[config.mk]
export PLATFORM = sky130hd
export DESIGN_NAME = gyro_average_angle_integrator_flat
export DESIGN_NICKNAME = d
export VERILOG_FILES = /design/src/rtl/core/gai_pkg.sv /design/src/rtl/core/gai_in_if.sv /design/src/rtl/core/gai_out_if.sv /design/src/rtl/core/gyro_average_angle_integrator.sv /design/src/rtl/core/gai_ram.sv /design/src/rtl/core/gai_front.sv /design/src/rtl/core/gai_queue.sv /design/src/rtl/core/gai_back.sv /design/src/flat_wrapper.sv
export SDC_FILE = /design/constraint.sdc
export NUM_CORES = 2
export LEC_CHECK = 0
export ABC_AREA = 1
export ABC_CLOCK_PERIOD_IN_PS = 24500
export BUFFER_PORTS_ARGS = -buffer_cell sky130_fd_sc_hd__clkbuf_2
export CAP_MARGIN = 20
export CELL_PAD_IN_SITES_DETAIL_PLACEMENT = 1
export CELL_PAD_IN_SITES_GLOBAL_PLACEMENT = 1
export CORE_MARGIN = 4
export CORE_UTILIZATION = 54
export DETAILED_ROUTE_END_ITERATION = 6
export GPL_TIMING_DRIVEN = 0
export HOLD_SLACK_MARGIN = 0.03
export PLACE_DENSITY = 0.85
export RECOVER_POWER = 25
export SYNTH_ARGS = -nofsm -noshare
export SYNTH_HDL_FRONTEND = slang
export SYNTH_SLANG_ARGS = --single-unit
[constraint.sdc]
create_clock -name i_clk -period 24.5 [get_ports i_clk]
set_input_delay 1.225 -clock i_clk [delete_from_list [all_inputs] [get_ports i_clk]]
set_output_delay 1.225 -clock i_clk [all_outputs]
set_load 0.02 [all_outputs]
[src/rtl/core/gai_pkg.sv]
// Shared types, constants and helpers for the gyro average angle integrator.
`timescale 1ns / 1ps
`default_nettype none

package gai_pkg;

    localparam int WINDOW     = 16;
    localparam int N_AXES     = 3;
    localparam int RAW_W      = 16;
    localparam int DT_W       = 16;
    localparam int DB_W       = 15;
    localparam int CORR_W     = 17;
    localparam int RATE_W     = 17;
    localparam int ANGLE_W    = 48;
    localparam int SHIFT_K    = $clog2(WINDOW + 1) - 1;
    localparam int SUM_W      = CORR_W + $clog2(WINDOW);
    localparam int PROD_W     = RATE_W + DT_W + 1;
    localparam int RING_W     = N_AXES * CORR_W;
    localparam int RING_AW    = $clog2(WINDOW);
    localparam int FILL_W     = $clog2(WINDOW + 1);
    localparam int QDEPTH     = 2;
    localparam int QAW        = $clog2(QDEPTH);
    localparam int CFG_IDX_W  = 3;
    localparam int CFG_DATA_W = 16;
    localparam int RATE_MAX   = 2 ** (RATE_W - 1) - 1;
    localparam int RATE_MIN   = -(2 ** (RATE_W - 1));

    localparam logic [DB_W-1:0] DEADBAND_RST = DB_W'(4);

    localparam logic signed [SUM_W-1:0] SUM_RATE_HI = SUM_W'(RATE_MAX);
    localparam logic signed [SUM_W-1:0] SUM_RATE_LO = SUM_W'(RATE_MIN);

    typedef enum logic [CFG_IDX_W-1:0] {
        REG_ENABLE   = 3'd0,
        REG_OFFSET_X = 3'd1,
        REG_OFFSET_Y = 3'd2,
        REG_OFFSET_Z = 3'd3,
        REG_DEADBAND = 3'd4
    } t_reg_idx;

    typedef struct packed {
        logic                                enable;
        logic [N_AXES-1:0][RAW_W-1:0]        offset;
        logic [DB_W-1:0]                     deadband;
    } t_cfg;

    typedef struct packed {
        logic                                en;
        logic [DT_W-1:0]                     dt;
        logic [N_AXES-1:0][CORR_W-1:0]       cur;
    } t_item;

    // offset removal followed by deadband zeroing
    function automatic logic [CORR_W-1:0] correct(
        input logic [RAW_W-1:0] raw,
        input logic [RAW_W-1:0] off,
        input logic [DB_W-1:0]  db
    );
        logic signed [CORR_W-1:0] c;
        logic        [CORR_W-1:0] mag;
        c   = $signed({raw[RAW_W-1], raw}) - $signed({off[RAW_W-1], off});
        mag = c[CORR_W-1] ? CORR_W'(-c) : CORR_W'(c);
        if (mag < CORR_W'(db)) begin
            correct = '0;
        end else begin
            correct = c;
        end
    endfunction

endpackage

`default_nettype wire

[src/rtl/core/gai_in_if.sv]
// Input channel: one raw three-axis gyro sample with its time step.
`timescale 1ns / 1ps
`default_nettype none

interface gai_in_if;
    logic        valid;
    logic        ready;
    logic [15:0] gyro_x;
    logic [15:0] gyro_y;
    logic [15:0] gyro_z;
    logic [15:0] elapsed_us;

    modport source (output valid, output gyro_x, output gyro_y, output gyro_z,
                    output elapsed_us, input ready);
    modport sink   (input valid, input gyro_x, input gyro_y, input gyro_z,
                    input elapsed_us, output ready);
endinterface

`default_nettype wire

[src/rtl/core/gai_out_if.sv]
// Output channel: averaged rates and integrated angles.
`timescale 1ns / 1ps
`default_nettype none

interface gai_out_if;
    logic        valid;
    logic        ready;
    logic [16:0] rate_x;
    logic [16:0] rate_y;
    logic [16:0] rate_z;
    logic [47:0] angle_x;
    logic [47:0] angle_y;
    logic [47:0] angle_z;

    modport source (output valid, output rate_x, output rate_y, output rate_z,
                    output angle_x, output angle_y, output angle_z, input ready);
    modport sink   (input valid, input rate_x, input rate_y, input rate_z,
                    input angle_x, input angle_y, input angle_z, output ready);
endinterface

`default_nettype wire

[src/rtl/core/gyro_average_angle_integrator.sv]
// Top level of the gyro moving-average angle integrator.
//
//   channel   dir  handshake        payload
//   i_gyro    in   valid / ready    gyro_x, gyro_y, gyro_z, elapsed_us
//   o_result  out  valid / ready    rate_x/y/z, angle_x/y/z
//   cfg       in   i_cfg_we         i_cfg_idx, i_cfg_wdata
//
// One item per cycle sustained while the output is not stalled; a result
// follows its accepted item through the queue write at accept, then ring/sum
// update, average and multiply, and angle accumulate.
// The ring RAM takes one write and one look-ahead read per cycle.
// Synchronous active-low reset clears state; the ring needs no clearing.
// An output stall halts the back end; the two-entry queue then fills and
// drops i_gyro.ready.
`timescale 1ns / 1ps
`default_nettype none

module gyro_average_angle_integrator (
    input  wire logic                           i_clk,
    input  wire logic                           i_rst_n,
    input  wire logic                           i_cfg_we,
    input  wire logic [gai_pkg::CFG_IDX_W-1:0]  i_cfg_idx,
    input  wire logic [gai_pkg::CFG_DATA_W-1:0] i_cfg_wdata,
    gai_in_if.sink                              i_gyro,
    gai_out_if.source                           o_result
);

    logic           push;
    logic           pop;
    logic           q_full;
    logic           q_valid;
    gai_pkg::t_item push_item;
    gai_pkg::t_item q_item;

    gai_front u_front (
        .i_clk       (i_clk),
        .i_rst_n     (i_rst_n),
        .i_cfg_we    (i_cfg_we),
        .i_cfg_idx   (i_cfg_idx),
        .i_cfg_wdata (i_cfg_wdata),
        .i_gyro      (i_gyro),
        .i_q_full    (q_full),
        .o_push      (push),
        .o_item      (push_item)
    );

    gai_queue u_queue (
        .i_clk   (i_clk),
        .i_rst_n (i_rst_n),
        .i_push  (push),
        .i_item  (push_item),
        .i_pop   (pop),
        .o_full  (q_full),
        .o_valid (q_valid),
        .o_item  (q_item)
    );

    gai_back u_back (
        .i_clk     (i_clk),
        .i_rst_n   (i_rst_n),
        .i_q_valid (q_valid),
        .i_q_item  (q_item),
        .o_q_pop   (pop),
        .o_result  (o_result)
    );

endmodule

`default_nettype wire

[src/rtl/core/gai_ram.sv]
// Generic single-write, single-read RAM with registered read data.
`timescale 1ns / 1ps
`default_nettype none

module gai_ram #(
    parameter int WIDTH = 8,
    parameter int DEPTH = 16
) (
    input  wire logic                     i_clk,
    input  wire logic                     i_we,
    input  wire logic [$clog2(DEPTH)-1:0] i_waddr,
    input  wire logic [WIDTH-1:0]         i_wdata,
    input  wire logic [$clog2(DEPTH)-1:0] i_raddr,
    output logic      [WIDTH-1:0]         o_rdata
);

    logic [WIDTH-1:0] r_mem [DEPTH];
    logic [WIDTH-1:0] r_rdata;

    always_ff @(posedge i_clk) begin
        if (i_we) begin
            r_mem[i_waddr] <= i_wdata;
        end
        r_rdata <= r_mem[i_raddr];
    end

    assign o_rdata = r_rdata;

endmodule

`default_nettype wire

[src/rtl/core/gai_front.sv]
// Front end: configuration registers, sample correction and queue push.
`timescale 1ns / 1ps
`default_nettype none

module gai_front (
    input  wire logic                           i_clk,
    input  wire logic                           i_rst_n,
    input  wire logic                           i_cfg_we,
    input  wire logic [gai_pkg::CFG_IDX_W-1:0]  i_cfg_idx,
    input  wire logic [gai_pkg::CFG_DATA_W-1:0] i_cfg_wdata,
    gai_in_if.sink                              i_gyro,
    input  wire logic                           i_q_full,
    output logic                                o_push,
    output gai_pkg::t_item                      o_item
);

    gai_pkg::t_cfg r_cfg;

    always_ff @(posedge i_clk) begin
        if (!i_rst_n) begin
            r_cfg.enable   <= 1'b0;
            r_cfg.offset   <= '0;
            r_cfg.deadband <= gai_pkg::DEADBAND_RST;
        end else if (i_cfg_we) begin
            unique case (gai_pkg::t_reg_idx'(i_cfg_idx))
                gai_pkg::REG_ENABLE:   r_cfg.enable    <= i_cfg_wdata[0];
                gai_pkg::REG_OFFSET_X: r_cfg.offset[0] <= i_cfg_wdata[gai_pkg::RAW_W-1:0];
                gai_pkg::REG_OFFSET_Y: r_cfg.offset[1] <= i_cfg_wdata[gai_pkg::RAW_W-1:0];
                gai_pkg::REG_OFFSET_Z: r_cfg.offset[2] <= i_cfg_wdata[gai_pkg::RAW_W-1:0];
                gai_pkg::REG_DEADBAND: r_cfg.deadband  <= i_cfg_wdata[gai_pkg::DB_W-1:0];
                default: ;
            endcase
        end
    end

    assign i_gyro.ready = !i_q_full;
    assign o_push       = i_gyro.valid && !i_q_full;

    always_comb begin
        o_item.en     = r_cfg.enable;
        o_item.dt     = i_gyro.elapsed_us;
        o_item.cur[0] = gai_pkg::correct(i_gyro.gyro_x, r_cfg.offset[0], r_cfg.deadband);
        o_item.cur[1] = gai_pkg::correct(i_gyro.gyro_y, r_cfg.offset[1], r_cfg.deadband);
        o_item.cur[2] = gai_pkg::correct(i_gyro.gyro_z, r_cfg.offset[2], r_cfg.deadband);
    end

endmodule

`default_nettype wire

[src/rtl/core/gai_queue.sv]
// Short item queue between the front and back ends.
`timescale 1ns / 1ps
`default_nettype none

module gai_queue (
    input  wire logic            i_clk,
    input  wire logic            i_rst_n,
    input  wire logic            i_push,
    input  gai_pkg::t_item       i_item,
    input  wire logic            i_pop,
    output logic                 o_full,
    output logic                 o_valid,
    output gai_pkg::t_item       o_item
);

    gai_pkg::t_item                r_mem [gai_pkg::QDEPTH];
    logic [gai_pkg::QAW-1:0]       r_wp;
    logic [gai_pkg::QAW-1:0]       r_rp;
    logic [gai_pkg::QAW:0]         r_cnt;
    logic                          do_pop;

    assign o_full  = r_cnt == (gai_pkg::QAW + 1)'(gai_pkg::QDEPTH);
    assign o_valid = r_cnt != '0;
    assign o_item  = r_mem[r_rp];
    assign do_pop  = i_pop && o_valid;

    always_ff @(posedge i_clk) begin
        if (!i_rst_n) begin
            r_wp  <= '0;
            r_rp  <= '0;
            r_cnt <= '0;
        end else begin
            if (i_push) begin
                r_wp <= (r_wp == gai_pkg::QAW'(gai_pkg::QDEPTH - 1)) ? '0 : r_wp + 1'b1;
            end
            if (do_pop) begin
                r_rp <= (r_rp == gai_pkg::QAW'(gai_pkg::QDEPTH - 1)) ? '0 : r_rp + 1'b1;
            end
            if (i_push && !do_pop) begin
                r_cnt <= r_cnt + 1'b1;
            end else if (do_pop && !i_push) begin
                r_cnt <= r_cnt - 1'b1;
            end
        end
    end

    always_ff @(posedge i_clk) begin
        if (i_push) begin
            r_mem[r_wp] <= i_item;
        end
    end

endmodule

`default_nettype wire

[src/rtl/core/gai_back.sv]
// Back end: sample ring, running sums, averaging and angle integration.
`timescale 1ns / 1ps
`default_nettype none

module gai_back (
    input  wire logic      i_clk,
    input  wire logic      i_rst_n,
    input  wire logic      i_q_valid,
    input  gai_pkg::t_item i_q_item,
    output logic           o_q_pop,
    gai_out_if.source      o_result
);

    localparam int NA = gai_pkg::N_AXES;

    logic                                 adv;
    logic                                 take;
    logic                                 ring_full;
    logic [gai_pkg::RING_AW-1:0]          r_pos;
    logic [gai_pkg::RING_AW-1:0]          n_pos;
    logic [gai_pkg::FILL_W-1:0]           r_fill;
    logic [gai_pkg::RING_W-1:0]           rd_data;
    logic [gai_pkg::RING_W-1:0]           wr_data;
    logic signed [gai_pkg::CORR_W-1:0]    old_v [NA];
    logic signed [gai_pkg::CORR_W-1:0]    cur_v [NA];
    logic signed [gai_pkg::SUM_W-1:0]     r_sum [NA];
    logic signed [gai_pkg::SUM_W-1:0]     n_sum [NA];

    logic                                 r_s1_valid;
    logic                                 r_s1_en;
    logic [gai_pkg::DT_W-1:0]             r_s1_dt;
    logic signed [gai_pkg::SUM_W-1:0]     r_s1_sum [NA];

    logic signed [gai_pkg::SUM_W-1:0]     shifted [NA];
    logic signed [gai_pkg::RATE_W-1:0]    n_avg [NA];
    logic                                 r_s2_valid;
    logic                                 r_s2_en;
    logic signed [gai_pkg::RATE_W-1:0]    r_s2_avg [NA];
    logic signed [gai_pkg::PROD_W-1:0]    r_s2_prod [NA];

    logic                                 r_out_valid;
    logic signed [gai_pkg::RATE_W-1:0]    r_rate [NA];
    logic signed [gai_pkg::ANGLE_W-1:0]   r_angle [NA];

    // whole back end moves when the output register is free
    assign adv       = !r_out_valid || o_result.ready;
    assign o_q_pop   = adv && i_q_valid;
    assign take      = o_q_pop && i_q_item.en;
    assign ring_full = r_fill == gai_pkg::FILL_W'(gai_pkg::WINDOW);
    assign wr_data   = i_q_item.cur;

    // read address looks one slot ahead so the registered read is ready
    always_comb begin
        n_pos = r_pos;
        if (take) begin
            n_pos = (r_pos == gai_pkg::RING_AW'(gai_pkg::WINDOW - 1)) ? '0 : r_pos + 1'b1;
        end
    end

    gai_ram #(
        .WIDTH (gai_pkg::RING_W),
        .DEPTH (gai_pkg::WINDOW)
    ) u_ring (
        .i_clk   (i_clk),
        .i_we    (take),
        .i_waddr (r_pos),
        .i_wdata (wr_data),
        .i_raddr (n_pos),
        .o_rdata (rd_data)
    );

    always_comb begin
        for (int a = 0; a < NA; a++) begin
            old_v[a] = $signed(rd_data[a*gai_pkg::CORR_W +: gai_pkg::CORR_W]);
            cur_v[a] = $signed(i_q_item.cur[a]);
            n_sum[a] = r_sum[a] + gai_pkg::SUM_W'(cur_v[a])
                     - (ring_full ? gai_pkg::SUM_W'(old_v[a]) : '0);
        end
    end

    always_comb begin
        for (int a = 0; a < NA; a++) begin
            shifted[a] = r_s1_sum[a] >>> gai_pkg::SHIFT_K;
            if (shifted[a] > gai_pkg::SUM_RATE_HI) begin
                n_avg[a] = gai_pkg::RATE_W'(gai_pkg::RATE_MAX);
            end else if (shifted[a] < gai_pkg::SUM_RATE_LO) begin
                n_avg[a] = gai_pkg::RATE_W'(gai_pkg::RATE_MIN);
            end else begin
                n_avg[a] = shifted[a][gai_pkg::RATE_W-1:0];
            end
        end
    end

    always_ff @(posedge i_clk) begin
        if (!i_rst_n) begin
            r_pos       <= '0;
            r_fill      <= '0;
            r_s1_valid  <= 1'b0;
            r_s2_valid  <= 1'b0;
            r_out_valid <= 1'b0;
            for (int a = 0; a < NA; a++) begin
                r_sum[a]   <= '0;
                r_rate[a]  <= '0;
                r_angle[a] <= '0;
            end
        end else begin
            if (take) begin
                r_pos <= n_pos;
                if (!ring_full) begin
                    r_fill <= r_fill + 1'b1;
                end
                for (int a = 0; a < NA; a++) begin
                    r_sum[a] <= n_sum[a];
                end
            end
            if (adv) begin
                r_s1_valid  <= i_q_valid;
                r_s2_valid  <= r_s1_valid;
                r_out_valid <= r_s2_valid;
                if (r_s2_valid && r_s2_en) begin
                    for (int a = 0; a < NA; a++) begin
                        r_rate[a]  <= r_s2_avg[a];
                        r_angle[a] <= r_angle[a] + gai_pkg::ANGLE_W'(r_s2_prod[a]);
                    end
                end
            end
        end
    end

    always_ff @(posedge i_clk) begin
        if (adv) begin
            r_s1_en <= i_q_item.en;
            r_s1_dt <= i_q_item.dt;
            r_s2_en <= r_s1_en;
            for (int a = 0; a < NA; a++) begin
                r_s1_sum[a]  <= n_sum[a];
                r_s2_avg[a]  <= n_avg[a];
                r_s2_prod[a] <= n_avg[a] * $signed({1'b0, r_s1_dt});
            end
        end
    end

    assign o_result.valid   = r_out_valid;
    assign o_result.rate_x  = r_rate[0];
    assign o_result.rate_y  = r_rate[1];
    assign o_result.rate_z  = r_rate[2];
    assign o_result.angle_x = r_angle[0];
    assign o_result.angle_y = r_angle[1];
    assign o_result.angle_z = r_angle[2];

endmodule

`default_nettype wire
[src/flat_wrapper.sv]
// flat-port wrapper written by rule: the top's interface ports become plain ports
module gyro_average_angle_integrator_flat 
  (i_clk, i_rst_n, i_cfg_we, i_cfg_idx, i_cfg_wdata, i_gyro_valid, i_gyro_gyro_x, i_gyro_gyro_y, i_gyro_gyro_z, i_gyro_elapsed_us, i_gyro_ready, o_result_valid, o_result_rate_x, o_result_rate_y, o_result_rate_z, o_result_angle_x, o_result_angle_y, o_result_angle_z, o_result_ready);
  gai_in_if i_gyro_i ();
  gai_out_if o_result_i ();
  input  wire logic i_clk;
  input  wire logic i_rst_n;
  input  wire logic i_cfg_we;
  input  wire logic [gai_pkg::CFG_IDX_W-1:0] i_cfg_idx;
  input  wire logic [gai_pkg::CFG_DATA_W-1:0] i_cfg_wdata;
  input wire logic [$bits(i_gyro_i.valid)-1:0] i_gyro_valid;
  input wire logic [$bits(i_gyro_i.gyro_x)-1:0] i_gyro_gyro_x;
  input wire logic [$bits(i_gyro_i.gyro_y)-1:0] i_gyro_gyro_y;
  input wire logic [$bits(i_gyro_i.gyro_z)-1:0] i_gyro_gyro_z;
  input wire logic [$bits(i_gyro_i.elapsed_us)-1:0] i_gyro_elapsed_us;
  output wire logic [$bits(i_gyro_i.ready)-1:0] i_gyro_ready;
  output wire logic [$bits(o_result_i.valid)-1:0] o_result_valid;
  output wire logic [$bits(o_result_i.rate_x)-1:0] o_result_rate_x;
  output wire logic [$bits(o_result_i.rate_y)-1:0] o_result_rate_y;
  output wire logic [$bits(o_result_i.rate_z)-1:0] o_result_rate_z;
  output wire logic [$bits(o_result_i.angle_x)-1:0] o_result_angle_x;
  output wire logic [$bits(o_result_i.angle_y)-1:0] o_result_angle_y;
  output wire logic [$bits(o_result_i.angle_z)-1:0] o_result_angle_z;
  input wire logic [$bits(o_result_i.ready)-1:0] o_result_ready;
  assign i_gyro_i.valid = i_gyro_valid;
  assign i_gyro_i.gyro_x = i_gyro_gyro_x;
  assign i_gyro_i.gyro_y = i_gyro_gyro_y;
  assign i_gyro_i.gyro_z = i_gyro_gyro_z;
  assign i_gyro_i.elapsed_us = i_gyro_elapsed_us;
  assign i_gyro_ready = i_gyro_i.ready;
  assign o_result_valid = o_result_i.valid;
  assign o_result_rate_x = o_result_i.rate_x;
  assign o_result_rate_y = o_result_i.rate_y;
  assign o_result_rate_z = o_result_i.rate_z;
  assign o_result_angle_x = o_result_i.angle_x;
  assign o_result_angle_y = o_result_i.angle_y;
  assign o_result_angle_z = o_result_i.angle_z;
  assign o_result_i.ready = o_result_ready;
  gyro_average_angle_integrator u_core (.i_clk(i_clk), .i_rst_n(i_rst_n), .i_cfg_we(i_cfg_we), .i_cfg_idx(i_cfg_idx), .i_cfg_wdata(i_cfg_wdata), .i_gyro(i_gyro_i), .o_result(o_result_i));
endmodule
==> run_results.csv <==
group,metric,value,unit
run_status,status,"finished, violations left",
run_status,violations,"max-capacitance violations, max-slew violations",
clock_tree,path_clk_slew,0.06,ns
route,viasPerCell,5.93,
hold_path,hold_path_depth,0,
synth,yosysMostFrequentCell,"inv_1",
hold_path,holdPathEnd,"u_core.u_back.r_s2_en",
route,wl_met2,191,mm
route,wire_per_inst,26.9,um
global_routing,grt_overflow_total,0,
timing,tightest_slew,6.62,ns
timing,final_max_slew_viol_count,584,
clock_tree,htree_levels,4,
global_routing,track_usage,38.4,%
clock_tree,root_buffer,"clkbuf_16",
setup_path,worst_setup_path_end_kind,"flip-flop",
route,routed_wl,405,mm
floorplan,coreArea,200000,sq um
place,dp_slack,16.79,ns
synth,ys_warn_count,0,
route,final_antenna_net_count,0,
floorplan,num_rows,164,
route,highest_layer,"met5",
clock_tree,cts_setup_buffers,0,
floorplan,die_x,457,um
timing,fin_skew,0.0817,ns
synth,syn_avg_cell_area,9.33,sq um
timing,tns,0,ns
setup_path,regToRegEndpoint,"u_core.u_back.r_rate[0][21]",
timing,period_minus_slack,9.74,ns
synth,synth.distinct_cells,59,
floorplan,boundaryPins,285,
synth,synth_nets,13300,
synth,synth_seq_cells,1564,
setup_path,path_class,"input port to flip-flop",
flow_run,drv_cap,23,
synth,netlist.area_leader.share,39.4,%
clock_tree,clockBufferDepth,3,
clock_tree,ctsResizeCount,0,
global_routing,grt_first_pass_wirelength,602,mm
route,drc,0,
timing,setup_viol,0,
hold_path,hold_start,"u_core.u_back.r_s1_en",
synth,async_flop_share,0,%
clock_tree,cts_hold_buf,0,
place,gp_congestion,0.990,
setup_path,critical_path_arrival,10.34,ns
synth,synth_area_leader_cell,"edfxtp_1",
place,port_buffers,284,
place,dpl.hpwl,302,mm
layout,nNetsFinal,13800,
timing,period_share,39.8,%
hold_path,holdCritPathClass,"flip-flop to flip-flop",
layout,final_core_util,60.5,%
layout,areaGrowthSynthToFinish,11.1,%
setup_path,r2r_slack,14.80,ns
synth,syn-cell-area,109000,sq um
timing,hold_viol,0,
layout,final-seq-area,45600,sq um
floorplan,start_util,54.5,%
clock_tree,cts_buffers,168,
setup_path,worstPathRequired,25.10,ns
clock_tree,numClockSinks,1564,
route,initialDrtViolationCount,8961,
global_routing,antenna_found_initial,14,
floorplan,dieHeight,457,um
synth,synth_common_cells,"inv_1, nand2_1, edfxtp_1",
timing,relSlewSlack,-341,%
synth,ys.flop_type,"edfxtp_1",
global_routing,grt_max_degree,118,
setup_path,critPathMaxFanout,117,
timing,maxClockFrequency,103,MHz
setup_path,startpoint_type,"input port",
route,met1_length,142,mm
setup_path,reg2regPathDepth,10,
floorplan,dieArea,209000,sq um
setup_path,crit-reg2reg-launch,"u_core.u_back.o_result.valid",
route,first_pass_iters,6,
global_routing,first_global_vias,97600,
synth,synth_area_leaders,"edfxtp_1, fa_1, inv_1, ha_1, nand2_1",
synth,ys_seq_area_share,41.8,%
clock_tree,clock_latency,0.92,ns
route,vias,89400,
layout,multiInputGateArea,52200,sq um
synth,postSynthCellCount,11700,
layout,fillers,22800,
synth,synth_edf_count,1432,
timing,finalWorstSetupSlack,14.76,ns
route,wl_met3,34.5,mm
clock_tree,cts_tree,"yes",
layout,drive_gt1_share,6.11,%
timing,rsz0062_at_grt,"false",
[per-stage QoR]
step | hold WS, ns | cell area, sq um | instances
after floorplan | 0.400 | 109000 | 11700
after global placement | 0.406 | 114000 | 14600
after detailed placement | 0.412 | 116000 | 14700
after CTS | 0.427 | 121000 | 15000
after global routing | 0.426 | 121000 | 15100
final | 0.428 | 121000 | 15100
[final cells by class]
type                    instances  area share (%)
well taps                    2656            2.74
multi-input cells            7170            43.1
clock inverters                95            1.15
clock buffers                 218            3.71
flip-flops and latches       1564            37.7
inverters                    2473            7.67
repair buffers                391            2.39
plain buffers                 487            1.61
diodes                          6          0.0124
[critical path: stages]
cell      delay, ns
clkbuf_2       0.08
nor2_1         0.12
inv_8          0.07
clkbuf_1       4.48
nand3_1        1.00
nor2_1         1.18
inv_2          0.29
clkbuf_1       0.57
buf_1          0.56
nor2_1         0.73
[layout by cell type (no fill, tap or decap), types with 44 or more instances in the layout]
master and count:
o21ai_0 940, nand3_1 194, o211ai_1 194, clkbuf_16 171, clkbuf_2 267, xor2_1 137
nor2_1 1290, clkbuf_1 477, fa_1 903, o21ai_1 44, inv_1 2461, nand4_1 54
edfxtp_1 1432, a21oi_1 607, buf_2 68, nand2_1 1776, nor3_1 47, ha_1 568
dfxtp_1 132, o21a_1 44, xnor2_1 80
[logic make-up (layout without fill, tap and decap cells)]
group | after synthesis | count (layout) | synth area share [%]
AOI/OAI and AO/OA | 2001 | 2001 | 10.1
xor gates and xnor gates | 221 | 221 | 1.81
adders and majority gates | 1471 | 1471 | 23.1
buffers and inverters | 2960 | 3664 | 10.3
DFF | 1564 | 1564 | 41.8
muxes | 19 | 19 | 0.196
other | 0 | 6 | 0
and+or+nand+nor | 3458 | 3458 | 12.6
[metal layers]
metal / track usage (%) / vias to the layer above
li1: - / 38300
met1: 44.1 / 44600
met2: 63.3 / 4835
met3: 8.22 / 1601
met4: 28.7 / 18
met5: 0 / -
[sequential cells by signal (all words and copies together), names as in the netlist, named ones only]
name and flops:
u_core.u_back.u_ring.r_mem 816, u_core.u_back.r_angle 144, u_core.u_queue.r_mem 136, u_core.u_back.r_s2_prod 102, u_core.u_back.r_sum 63, u_core.u_front.r_cfg 63
u_core.u_back.r_rate 51, u_core.u_back.r_s1_sum 51, u_core.u_back.r_s2_avg 51, u_core.u_back.u_ring.o_rdata 51, u_core.u_back.r_s1_dt 16, u_core.u_back.r_fill 5
u_core.u_back.r_pos 4, u_core.u_queue.r_cnt 2, u_core.u_back.o_result.valid 1, u_core.u_back.r_s1_en 1, u_core.u_back.r_s1_valid 1, u_core.u_back.r_s2_en 1
u_core.u_back.r_s2_valid 1, u_core.u_front.o_item 1, u_core.u_queue.r_rp 1, u_core.u_queue.r_wp 1
[worst max-delay path by stage]
stage                                   from                             end  slack, ns
CTS                 u_core.u_back.r_s1_dt[7]  u_core.u_back.r_s2_prod[0][63]      16.78
detailed placement  u_core.u_back.r_s1_dt[7]  u_core.u_back.r_s2_prod[0][63]      16.79
global route                  o_result_ready     u_core.u_back.r_rate[0][24]      13.78
finish                        o_result_ready     u_core.u_back.r_rate[0][21]      14.76
global placement              o_result_ready     u_core.u_back.r_rate[0][20]       8.88
floorplan                     o_result_ready     u_core.u_back.r_angle[0][0]      13.57
Power is left out: the tool's default activity adds up to more than one toggle a clock period on the data nets, which glitch-free logic cannot reach.
